`src/rtl/lkvc_pkg.sv`:
```
// Shared types and constants for the LRU key/value cache.
`default_nettype none
package lkvc_pkg;
    localparam int unsigned DefEntries = 16;
    localparam int unsigned KeyW = 32;
    localparam int unsigned DataW = 32;
    localparam int unsigned CapW = 5;
    localparam logic [CapW-1:0] CapReset = 5'd16;
    localparam logic OpGet = 1'b0;
    localparam logic OpPut = 1'b1;
    localparam logic [DataW-1:0] MissValue = '1;

    typedef struct packed {
        logic             op;
        logic [KeyW-1:0]  key;
        logic [DataW-1:0] value;
    } req_t;

    typedef struct packed {
        logic             hit;
        logic [DataW-1:0] read_value;
        logic             evicted;
    } rsp_t;
endpackage
`default_nettype wire

```
`src/rtl/lkvc_req_queue.sv`:
```
// Request queue between the front end and the cache engine.
`default_nettype none
module lkvc_req_queue
(
    input  wire logic          clk,
    input  wire logic          rst_n,
    input  wire logic          push,
    output logic               full,
    input  lkvc_pkg::req_t     wr_data,
    output logic               avail,
    input  wire logic          take,
    output lkvc_pkg::req_t     rd_data
);
    import lkvc_pkg::*;

    req_t       slot_reg [2];
    logic       wptr_reg, rptr_reg;
    logic [1:0] count_reg;

    assign full    = (count_reg == 2'd2);
    assign avail   = (count_reg != 2'd0);
    assign rd_data = slot_reg[rptr_reg];

    always_ff @(posedge clk)
    begin
        if (push && !full)
        begin
            slot_reg[wptr_reg] <= wr_data;
        end
    end

    always_ff @(posedge clk or negedge rst_n)
    begin
        if (!rst_n)
        begin
            wptr_reg  <= 1'b0;
            rptr_reg  <= 1'b0;
            count_reg <= 2'd0;
        end
        else
        begin
            if (push && !full)
            begin
                wptr_reg <= ~wptr_reg;
            end
            if (take && avail)
            begin
                rptr_reg <= ~rptr_reg;
            end
            count_reg <= count_reg + {1'b0, push && !full} - {1'b0, take && avail};
        end
    end
endmodule
`default_nettype wire

```
`src/rtl/lkvc_engine.sv`:
```
// Cache engine: associative lookup, age update, eviction and result register.
`default_nettype none
module lkvc_engine
#(
    parameter int unsigned ENTRIES = lkvc_pkg::DefEntries
)
(
    input  wire logic                    clk,
    input  wire logic                    rst_n,
    input  wire logic [lkvc_pkg::CapW-1:0] capacity,
    input  wire logic                    avail,
    output logic                         take,
    input  lkvc_pkg::req_t               req,
    output logic                         rsp_valid,
    input  wire logic                    rsp_take,
    output lkvc_pkg::rsp_t               rsp
);
    import lkvc_pkg::*;

    localparam int unsigned AgeW = (ENTRIES > 1) ? $clog2(ENTRIES) : 1;
    localparam int unsigned CntW = $clog2(ENTRIES + 1);

    logic [ENTRIES-1:0] valid_reg;
    logic [KeyW-1:0]    key_reg  [ENTRIES];
    logic [DataW-1:0]   data_reg [ENTRIES];
    logic [AgeW-1:0]    age_reg  [ENTRIES];
    logic [CntW-1:0]    used_reg;
    logic               rsp_valid_reg;
    rsp_t               rsp_reg;

    logic [ENTRIES-1:0] match, oldest_vec, free_first;
    logic               found, full_now, do_evict, do_ins;
    logic [DataW-1:0]   hit_data;
    logic [AgeW-1:0]    hit_age;
    logic [ENTRIES-1:0] ins_vec;
    logic [CntW-1:0]    eff_cap;
    logic               any_free;

    // accept when the result register is free or being drained
    assign take      = avail && (!rsp_valid_reg || rsp_take);
    assign rsp_valid = rsp_valid_reg;
    assign rsp       = rsp_reg;

    always_comb
    begin
        logic seen;
        match    = '0;
        hit_data = '0;
        hit_age  = '0;
        oldest_vec = '0;
        free_first = '0;
        seen = 1'b0;
        for (int i = 0; i < ENTRIES; i++)
        begin
            match[i] = valid_reg[i] && (key_reg[i] == req.key);
            if (match[i])
            begin
                hit_data = hit_data | data_reg[i];
                hit_age  = hit_age | age_reg[i];
            end
            // the least recent valid entry holds rank used-1
            oldest_vec[i] = valid_reg[i] &&
                ({{(CntW-AgeW){1'b0}}, age_reg[i]} == used_reg - CntW'(1));
            if (!valid_reg[i] && !seen)
            begin
                free_first[i] = 1'b1;
                seen = 1'b1;
            end
        end
        any_free = seen;
        found = |match;
        if (capacity == '0)
            eff_cap = CntW'(1);
        else if (32'(capacity) > ENTRIES)
            eff_cap = CntW'(ENTRIES);
        else
            eff_cap = CntW'(capacity);
        full_now = (used_reg >= eff_cap) && (used_reg != '0);
        do_evict = (req.op == OpPut) && !found && full_now;
        do_ins   = (req.op == OpPut) && !found && (full_now || any_free);
        ins_vec  = do_evict ? oldest_vec : free_first;
    end

    always_ff @(posedge clk)
    begin
        if (take)
        begin
            for (int i = 0; i < ENTRIES; i++)
            begin
                if (found && match[i] && req.op == OpPut)
                    data_reg[i] <= req.value;
                if (do_ins && ins_vec[i])
                begin
                    key_reg[i]  <= req.key;
                    data_reg[i] <= req.value;
                end
            end
            rsp_reg.hit        <= found;
            rsp_reg.evicted    <= do_evict;
            rsp_reg.read_value <= (req.op == OpPut) ? '0 : (found ? hit_data : MissValue);
        end
    end

    always_ff @(posedge clk or negedge rst_n)
    begin
        if (!rst_n)
        begin
            valid_reg     <= '0;
            used_reg      <= '0;
            rsp_valid_reg <= 1'b0;
            for (int i = 0; i < ENTRIES; i++)
                age_reg[i] <= '0;
        end
        else
        begin
            if (rsp_take)
                rsp_valid_reg <= 1'b0;
            if (take)
            begin
                rsp_valid_reg <= 1'b1;
                for (int i = 0; i < ENTRIES; i++)
                begin
                    if (found)
                    begin
                        if (match[i])
                            age_reg[i] <= '0;
                        else if (valid_reg[i] && age_reg[i] < hit_age)
                            age_reg[i] <= age_reg[i] + AgeW'(1);
                    end
                    else if (do_ins)
                    begin
                        if (ins_vec[i])
                        begin
                            age_reg[i]   <= '0;
                            valid_reg[i] <= 1'b1;
                        end
                        else if (valid_reg[i])
                            age_reg[i] <= age_reg[i] + AgeW'(1);
                    end
                end
                if (do_ins && !do_evict)
                    used_reg <= used_reg + CntW'(1);
            end
        end
    end
endmodule
`default_nettype wire

```
`src/rtl/lru_key_value_cache.sv`:
```
// Top level of the LRU key/value cache.
// A request passes through the request queue and then the engine's result
// register before it is answered.
// Throughput: one request per cycle while results are popped, set by the
// associative compare and age update in the engine.
// Reset: all entries invalid, capacity 16, request queue and result register empty.
`default_nettype none
module lru_key_value_cache
#(
    parameter int unsigned ENTRIES = lkvc_pkg::DefEntries
)
(
    input  wire logic                        clk,
    input  wire logic                        rst_n,
    input  wire logic                        push,
    output logic                             full,
    input  wire logic                        opcode,
    input  wire logic signed [31:0]          key,
    input  wire logic signed [31:0]          value,
    output logic                             empty,
    input  wire logic                        pop,
    output logic                             hit,
    output logic signed [31:0]               read_value,
    output logic                             evicted,
    input  wire logic                        cfg_valid,
    output logic                             cfg_ready,
    input  wire logic [lkvc_pkg::CapW-1:0]   cfg_data
);
    import lkvc_pkg::*;

    logic [CapW-1:0] capacity_reg;
    req_t in_req, q_req;
    rsp_t rsp;
    logic avail, take, rsp_valid;

    assign cfg_ready = 1'b1;
    assign in_req    = '{op: opcode, key: key, value: value};

    always_ff @(posedge clk or negedge rst_n)
    begin
        if (!rst_n)
            capacity_reg <= CapReset;
        else if (cfg_valid && cfg_ready)
            capacity_reg <= cfg_data;
    end

    lkvc_req_queue u_queue
    (
        .clk(clk), .rst_n(rst_n), .push(push), .full(full), .wr_data(in_req),
        .avail(avail), .take(take), .rd_data(q_req)
    );

    lkvc_engine #(.ENTRIES(ENTRIES)) u_engine
    (
        .clk(clk), .rst_n(rst_n), .capacity(capacity_reg), .avail(avail),
        .take(take), .req(q_req), .rsp_valid(rsp_valid), .rsp_take(pop),
        .rsp(rsp)
    );

    assign empty      = !rsp_valid;
    assign hit        = rsp.hit;
    assign read_value = rsp.read_value;
    assign evicted    = rsp.evicted;

    a_evict_put: assert property (@(posedge clk) disable iff (!rst_n)
        !empty && evicted |-> !hit)
        else $error("eviction reported on a hit");
    a_miss_value: assert property (@(posedge clk) disable iff (!rst_n)
        !empty && !hit && !evicted && read_value != '1 |-> read_value == '0)
        else $error("unexpected read value");
    a_hold: assert property (@(posedge clk) disable iff (!rst_n)
        !empty && !pop |=> !empty && $stable(read_value))
        else $error("result dropped while stalled");
endmodule
`default_nettype wire

```
`config.mk`:
```
export PLATFORM = sky130hd
export DESIGN_NAME = lru_key_value_cache
export DESIGN_NICKNAME = d
export VERILOG_FILES = /design/src/rtl/lkvc_pkg.sv /design/src/rtl/lkvc_req_queue.sv /design/src/rtl/lkvc_engine.sv /design/src/rtl/lru_key_value_cache.sv
export SDC_FILE = /design/constraint.sdc
export NUM_CORES = 2
export LEC_CHECK = 0
export BUFFER_PORTS_ARGS = -buffer_cell sky130_fd_sc_hd__buf_2
export CORE_ASPECT_RATIO = 1.25
export CORE_MARGIN = 4
export CORE_UTILIZATION = 55
export DETAILED_ROUTE_END_ITERATION = 10
export PLACE_DENSITY = 0.69
export SLEW_MARGIN = 30
export SYNTH_ARGS = -nofsm -noshare
export SYNTH_HDL_FRONTEND = slang
export SYNTH_HIERARCHICAL = 1
export SYNTH_SLANG_ARGS = --single-unit
```
`constraint.sdc`:
```
create_clock -name clk -period 9.8 [get_ports clk]
set_clock_uncertainty 0.1 [all_clocks]
set_input_delay 0.49 -clock clk [delete_from_list [all_inputs] [get_ports clk]]
set_output_delay 0.49 -clock clk [all_outputs]
set_load 0.05 [all_outputs]
```
Word-level counts from Yosys, hierarchy flattened
Memories as Yosys holds them, arrays and structs flattened.
Index checks and enable logic that the tools add are counted.
Widths: inputs -> output; s select.
{"block": "word_totals", "output_inout_bits": 37, "regBits": 129, "in_bits": 75, "n_memories": 3, "mem_bits_rw": 1154, "elab_cells": 668}
{"block": "op_classes", "bitwise": 49, "reduce_logical": 209, "n_eq_ne": 49, "n_addsub": 20, "order_cmp": 18, "mux": 279}
{"memory": "u_engine.data_reg", "depth": 16, "word_bits": 32, "read_ports": 16, "rd_ports_with_merged_regs": 0, "wr": 16, "line_no": "lkvc_engine.sv:25", "rtl": "logic [DataW-1:0] data_reg [ENTRIES];"}
{"memory": "u_engine.key_reg", "depth": 16, "word_bits": 32, "read_ports": 16, "rd_ports_with_merged_regs": 0, "wr": 16, "line_no": "lkvc_engine.sv:24", "rtl": "logic [KeyW-1:0] key_reg [ENTRIES];"}
{"memory": "u_queue.slot_reg", "depth": 2, "word_bits": 65, "read_ports": 1, "rd_ports_with_merged_regs": 0, "wr": 1, "line_no": "lkvc_req_queue.sv:16", "rtl": "req_t slot_reg [2];"}
{"operator": "$mux 32", "n": 33}
{"operator": "$eq 32x32->1", "n": 16}
{"operator": "$or 32x32->32", "n": 15}
{"operator": "$mux 4", "n": 112}
{"operator": "$mux 1", "n": 131}
{"operator": "$reduce_and 4->1", "n": 32}
{"operator": "$logic_and 1x1->1", "n": 119}
{"operator": "$eq 4x5->1", "n": 16}
{"operator": "$add 4x1->4 const B", "n": 16}
{"operator": "$lt 4x4->1", "n": 16}
{"operator": "$or 4x4->4", "n": 15}
{"operator": "$ne 3x2->1 const B", "n": 16}
{"operator": "$reduce_bool 3->1", "n": 16}
{"operator": "$logic_not 1->1", "n": 33}
{"operator": "$mux 16", "n": 1}
{"operator": "$or 1x1->1", "n": 16}
{"operator": "$reduce_or 16->1", "n": 1}
{"operator": "$mux 5", "n": 2}
{"operator": "$reduce_bool 2->1", "n": 3}
{"operator": "$add 5x1->5 const B", "n": 1}
{"operator": "$ge 5x5->1", "n": 1}
{"operator": "$gt 5x5->1 const B", "n": 1}
{"operator": "$logic_not 5->1", "n": 1}
{"operator": "$reduce_bool 5->1", "n": 1}
{"operator": "7 further kinds", "n": 10}

Longest topological paths before layout
{"block": "logic_depth", "ltp_word": 52, "mapped_depth": 24, "ltp_nobuf": 18}

Cells and area by module
Netlist, hierarchy kept.
{"mod": "lkvc_engine", "instances": 1, "area_each_um2": 50218.2, "cells_per_inst": 3437}
{"mod": "lkvc_req_queue", "instances": 1, "area_each_um2": 5052.3, "cells_per_inst": 220}
{"mod": "lru_key_value_cache", "instances": 1, "area_each_um2": 197.7, "cells_per_inst": 13}

Worst setup path after synthesis
No wires, ideal clock.
{"block": "synth_timing", "kind": "register -> register", "startpoint": "register u_queue.rptr_reg", "endpoint": "memory u_engine.data_reg[7][0], in the netlist u_engine/data_reg[0][224], enable pin", "stages_incl_launch_ff": 18, "setup_time_ns": 0.388, "t_arrival_ns": 5.744, "period_less_slack_ns": 6.232, "n_path_buf": 6, "slack_ns": 3.568, "cell_sequence": "dfrtp_1 -> buf_6 -> buf_6 -> mux2_4 -> buf_4 -> buf_4 -> xnor2_1 -> nand4_1 -> or4_4 -> nor4b_4 -> nor4_1 -> nand4_2 -> nand2b_1 -> buf_6 -> buf_6 -> nand2_1 -> a21oi_1 -> a21o_1"}
{"element": "from (decl)", "line_no": "lkvc_req_queue.sv:17", "rtl": "logic wptr_reg, rptr_reg;"}
{"element": "from (signal assigned)", "line_no": "lkvc_req_queue.sv:48", "rtl": "rptr_reg <= ~rptr_reg;"}
{"element": "to (decl)", "line_no": "lkvc_engine.sv:25"}

==> run metrics <==
die width 292 um; antenna violation net count after detailed routing 0; highest achievable clock rate 140 MHz; area share of fa/ha/maj cells after synthesis 1.65%; number of antenna violations at the first check in global routing 2; via/cell ratio 6.39; CP Capture Type register; yosys synthesis warning count 6; startpoint of the worst-slack reg-to-reg timing path u_queue/rptr_reg$_DFFE_PN0P_; global route total overflow 0; number of cell instances on the worst register-to-register path 14; proportion of synthesized flip-flops having asynchronous set or reset 7.40%; gate count of the mapped netlist 3670; most common cell after layout, fill and taps aside sky130_fd_sc_hd__edfxtp_1; Critical Setup Path Class register to register; last element of the critical path u_engine/data_reg[0][111]$_DFFE_PP_; NumNets Final 4012; ratio of cells with drive above 1 in the final layout 12.7%; setup TNS after final layout 0 ns; wire length on met3 10500 um; routed metal-1 wire length 55800 um; total clock sinks 1283; H-tree Lvls 3; sequential fraction of the synthesis area 68.6%; final critical-path required period 7.14 ns; number of failing hold endpoints at the final stage 0; area occupied by registers 0.0381 mm^2; highest metal layer with signal wires met4; final worst path period share 72.8%; post-synthesis register bit count 1283; Clock Latency Late Sink 0.72 ns; cell repeated most along the worst path sky130_fd_sc_hd__buf_4; detailed-route via count 33800; share of synthesized area spent on multiplexers 2.08%; met2 WL 75300 um; total power density per cell area 272 mW/mm^2; Critical Path RT 9.97 ns; Detail Placement HPWL 88300 um; DIE HEIGHT 363 um; Tightest Hold Check Type primary input to register; xor/xnor cell area share of the yosys netlist 9.21%; number of rows created at floorplan 130; slowest cell on the critical path sky130_fd_sc_hd__dfrtp_4; complex-gate fraction of the synthesized area 7.78%; area fraction in and, or, nand and nor cells after synthesis 8.60%; area of the die 0.106 mm^2; Remaining DRCs 0; worst-margin pin slew 0.985 ns; status completed; startpoint of the worst setup timing path u_queue/rptr_reg$_DFFE_PN0P_; Worst Path Arrival 7.31 ns; largest cells by area after synthesis sky130_fd_sc_hd__edfxtp_1, sky130_fd_sc_hd__xnor2_1, sky130_fd_sc_hd__dfrtp_1; core area 0.100 mm^2; remaining max-slew budget at the tightest pin 34.3%; Post-Synthesis Mean Instance Area 15.1 um^2; setup repair after global routing missed its margin no; maximum clock insertion buffer count 3; I/O pin cnt 112; area delta synth->final 12.3%; total routing resource utilization after global routing 27.7%; Max Cap Viol 0; Max FO, Critical Path 38; FF-to-FF End u_engine/data_reg[0][111]$_DFFE_PP_; number of global-route vias before repair 33900; Static Leak 20.5 nW; total length of routed wires 149000 um; area occupied by multi-input gates 0.0166 mm^2; most frequent cells in the layout sky130_fd_sc_hd__edfxtp_1, sky130_fd_sc_hd__xnor2_1, sky130_fd_sc_hd__nand4_1, sky130_fd_sc_hd__xor2_1, sky130_fd_sc_hd__a22oi_1; hold slack 0.0700 ns; largest net degree at the start of global routing 66; total standard cell area after synthesis 0.0555 mm^2; Initial Util 55.3%; delay of the slowest cell on the worst path 0.81 ns; critical path cell sequence mux2_4, xor2_1, or4_1, or4_1, nor4_2, buf_4, nor4_1, nand4_4, nand2b_1, nand2_1, a21oi_4, buf_4, a21o_2, buf_4; Max VDD drop 0.195 mV; number of I/O port buffers 110; clock-pin slew of the registers on the worst-case setup and hold paths 0.06 ns; startpoint kind of the worst setup timing path register; unique cell type count in the Yosys netlist 78; top cell type by total area after synthesis sky130_fd_sc_hd__edfxtp_1; post-CTS setup buffers 0; EDFF count, synth 1188; Num CTS Buffers 119; Syn Nets 3818; clock root buffer sky130_fd_sc_hd__clkbuf_16; Top FF cell, synth sky130_fd_sc_hd__edfxtp_1; setup slack on the worst flop-to-flop path 2.66 ns; combinational family with the most area after synthesis XOR/XNOR gates; WL/cell 28.2 um; drt first pass iters 8; GPL Wtd Cong 0.935; total of fill cells in the finished design 7329; global-route wire length before repair 220000 um; clock tree from TritonCTS done; First DRT Iteration DRCs 3450; share of the synthesized area in the top cell type 64.3%; setup violation total in the final timing report 0; Final Max Tran Viols 0
metal layers:
metal	vias up	GRT usage (%)
li1	14700	-
met1	17100	34.7
met2	1587	48.5
met3	408	3.92
met4	0	11.9
met5	-	0
worst min-delay path by stage:
stage | from | to | slack [ns] | cells past startpoint
3_3_place_gp | u_queue/count_reg[1]$_DFF_PN0_ | u_queue/count_reg[1]$_DFF_PN0_ | 0.38 | 1
3_5_place_dp | u_queue/count_reg[1]$_DFF_PN0_ | u_queue/count_reg[1]$_DFF_PN0_ | 0.39 | 1
2_1_floorplan | rst_n | capacity_reg[0]$_DFFE_PN0P_ | 0.09 | 0
6_report | push | u_queue/wptr_reg$_DFFE_PN0P_ | 0.07 | 3
4_1_cts | push | u_queue/wptr_reg$_DFFE_PN0P_ | 0.03 | 3
5_1_grt | cfg_valid | capacity_reg[2]$_DFFE_PN0P_ | 0.07 | 2
Yosys cell counts (8+ instances only):
master	n
sky130_fd_sc_hd__nor4_1	71
sky130_fd_sc_hd__and3_1	14
sky130_fd_sc_hd__or4_1	11
sky130_fd_sc_hd__dfrtp_1	94
sky130_fd_sc_hd__a211o_1	16
sky130_fd_sc_hd__mux2_4	41
sky130_fd_sc_hd__buf_1	12
sky130_fd_sc_hd__nor2_1	139
sky130_fd_sc_hd__nor2b_1	28
sky130_fd_sc_hd__a221oi_1	58
sky130_fd_sc_hd__a21o_1	36
sky130_fd_sc_hd__nand4_1	214
sky130_fd_sc_hd__buf_2	41
sky130_fd_sc_hd__and4_1	14
sky130_fd_sc_hd__ha_1	73
sky130_fd_sc_hd__nand3_1	70
sky130_fd_sc_hd__a22o_1	96
sky130_fd_sc_hd__a32o_1	13
sky130_fd_sc_hd__or2_1	10
sky130_fd_sc_hd__nand2_1	135
sky130_fd_sc_hd__xor2_1	178
sky130_fd_sc_hd__a41oi_1	14
sky130_fd_sc_hd__o21ai_0	49
sky130_fd_sc_hd__buf_4	41
sky130_fd_sc_hd__nor4b_1	9
sky130_fd_sc_hd__buf_6	17
sky130_fd_sc_hd__a22oi_1	164
sky130_fd_sc_hd__xnor2_1	405
sky130_fd_sc_hd__o211ai_1	15
sky130_fd_sc_hd__edfxtp_1	1188
sky130_fd_sc_hd__inv_1	34
sky130_fd_sc_hd__nand2b_1	52
sky130_fd_sc_hd__mux2i_1	18
sky130_fd_sc_hd__nor3_1	58
sky130_fd_sc_hd__a21oi_1	28
sky130_fd_sc_hd__mux2_2	31
sky130_fd_sc_hd__clkbuf_1	71
sky130_fd_sc_hd__o2111ai_1	8
cell families after synthesis:
family	after synthesis
DFF	1283
and+or+nand+nor	868
xor gates and xnor gates	583
AOI/OAI and AO/OA	554
buffers and inverters	217
muxes	91
adders and majority gates	73
other	1
report_power, final:
part	total [mW]	switching [mW]	leakage, nW	internal [mW]
clock	4.46	2.01	1.84	2.45
combinational	4.95	3.45	6.73	1.50
sequential	7.51	0.347	12.0	7.16
layout make-up:
cell class	count	area share, %
antenna	1	0.00402
clock buffer	147	5.02
clock inverter	74	1.02
inverter	35	0.215
multi-input combinational	2170	26.7
sequential	1283	61.1
tap	1320	2.65
timing repair buffer	255	3.31
critical path, delay by kind of cell, from the launching register on:
| kind | cells | cell delay, ns |
|---|---|---|
| compound gates | 2 | 0.47 |
| flops | 1 | 0.81 |
| xor+xnor | 1 | 0.25 |
| mux | 1 | 0.58 |
| simple gates | 7 | 2.75 |
| buf+inv | 3 | 1.61 |
per-stage QoR:
stage	power, mW	util [%]	cells	setup slack (ns)	cell area, um^2
global route	17.6	62.1	5284	2.50	62300
detailed placement	12.5	57.5	4988	2.72	57700
CTS	17.0	62.0	5281	2.66	62200
finish	16.9	62.1	5285	2.66	62300
floorplan	10.9	-	3670	3.57	55500
global placement	12.4	57.2	4977	2.36	57400
timing repair:
action	CTS	global route
hold endpoints to repair	176	0
hold buffers	72	0
resized for setup	0	0
endpoints found under the setup margin	0	0
No activity file was read; power rests on OpenSTA's default activity.
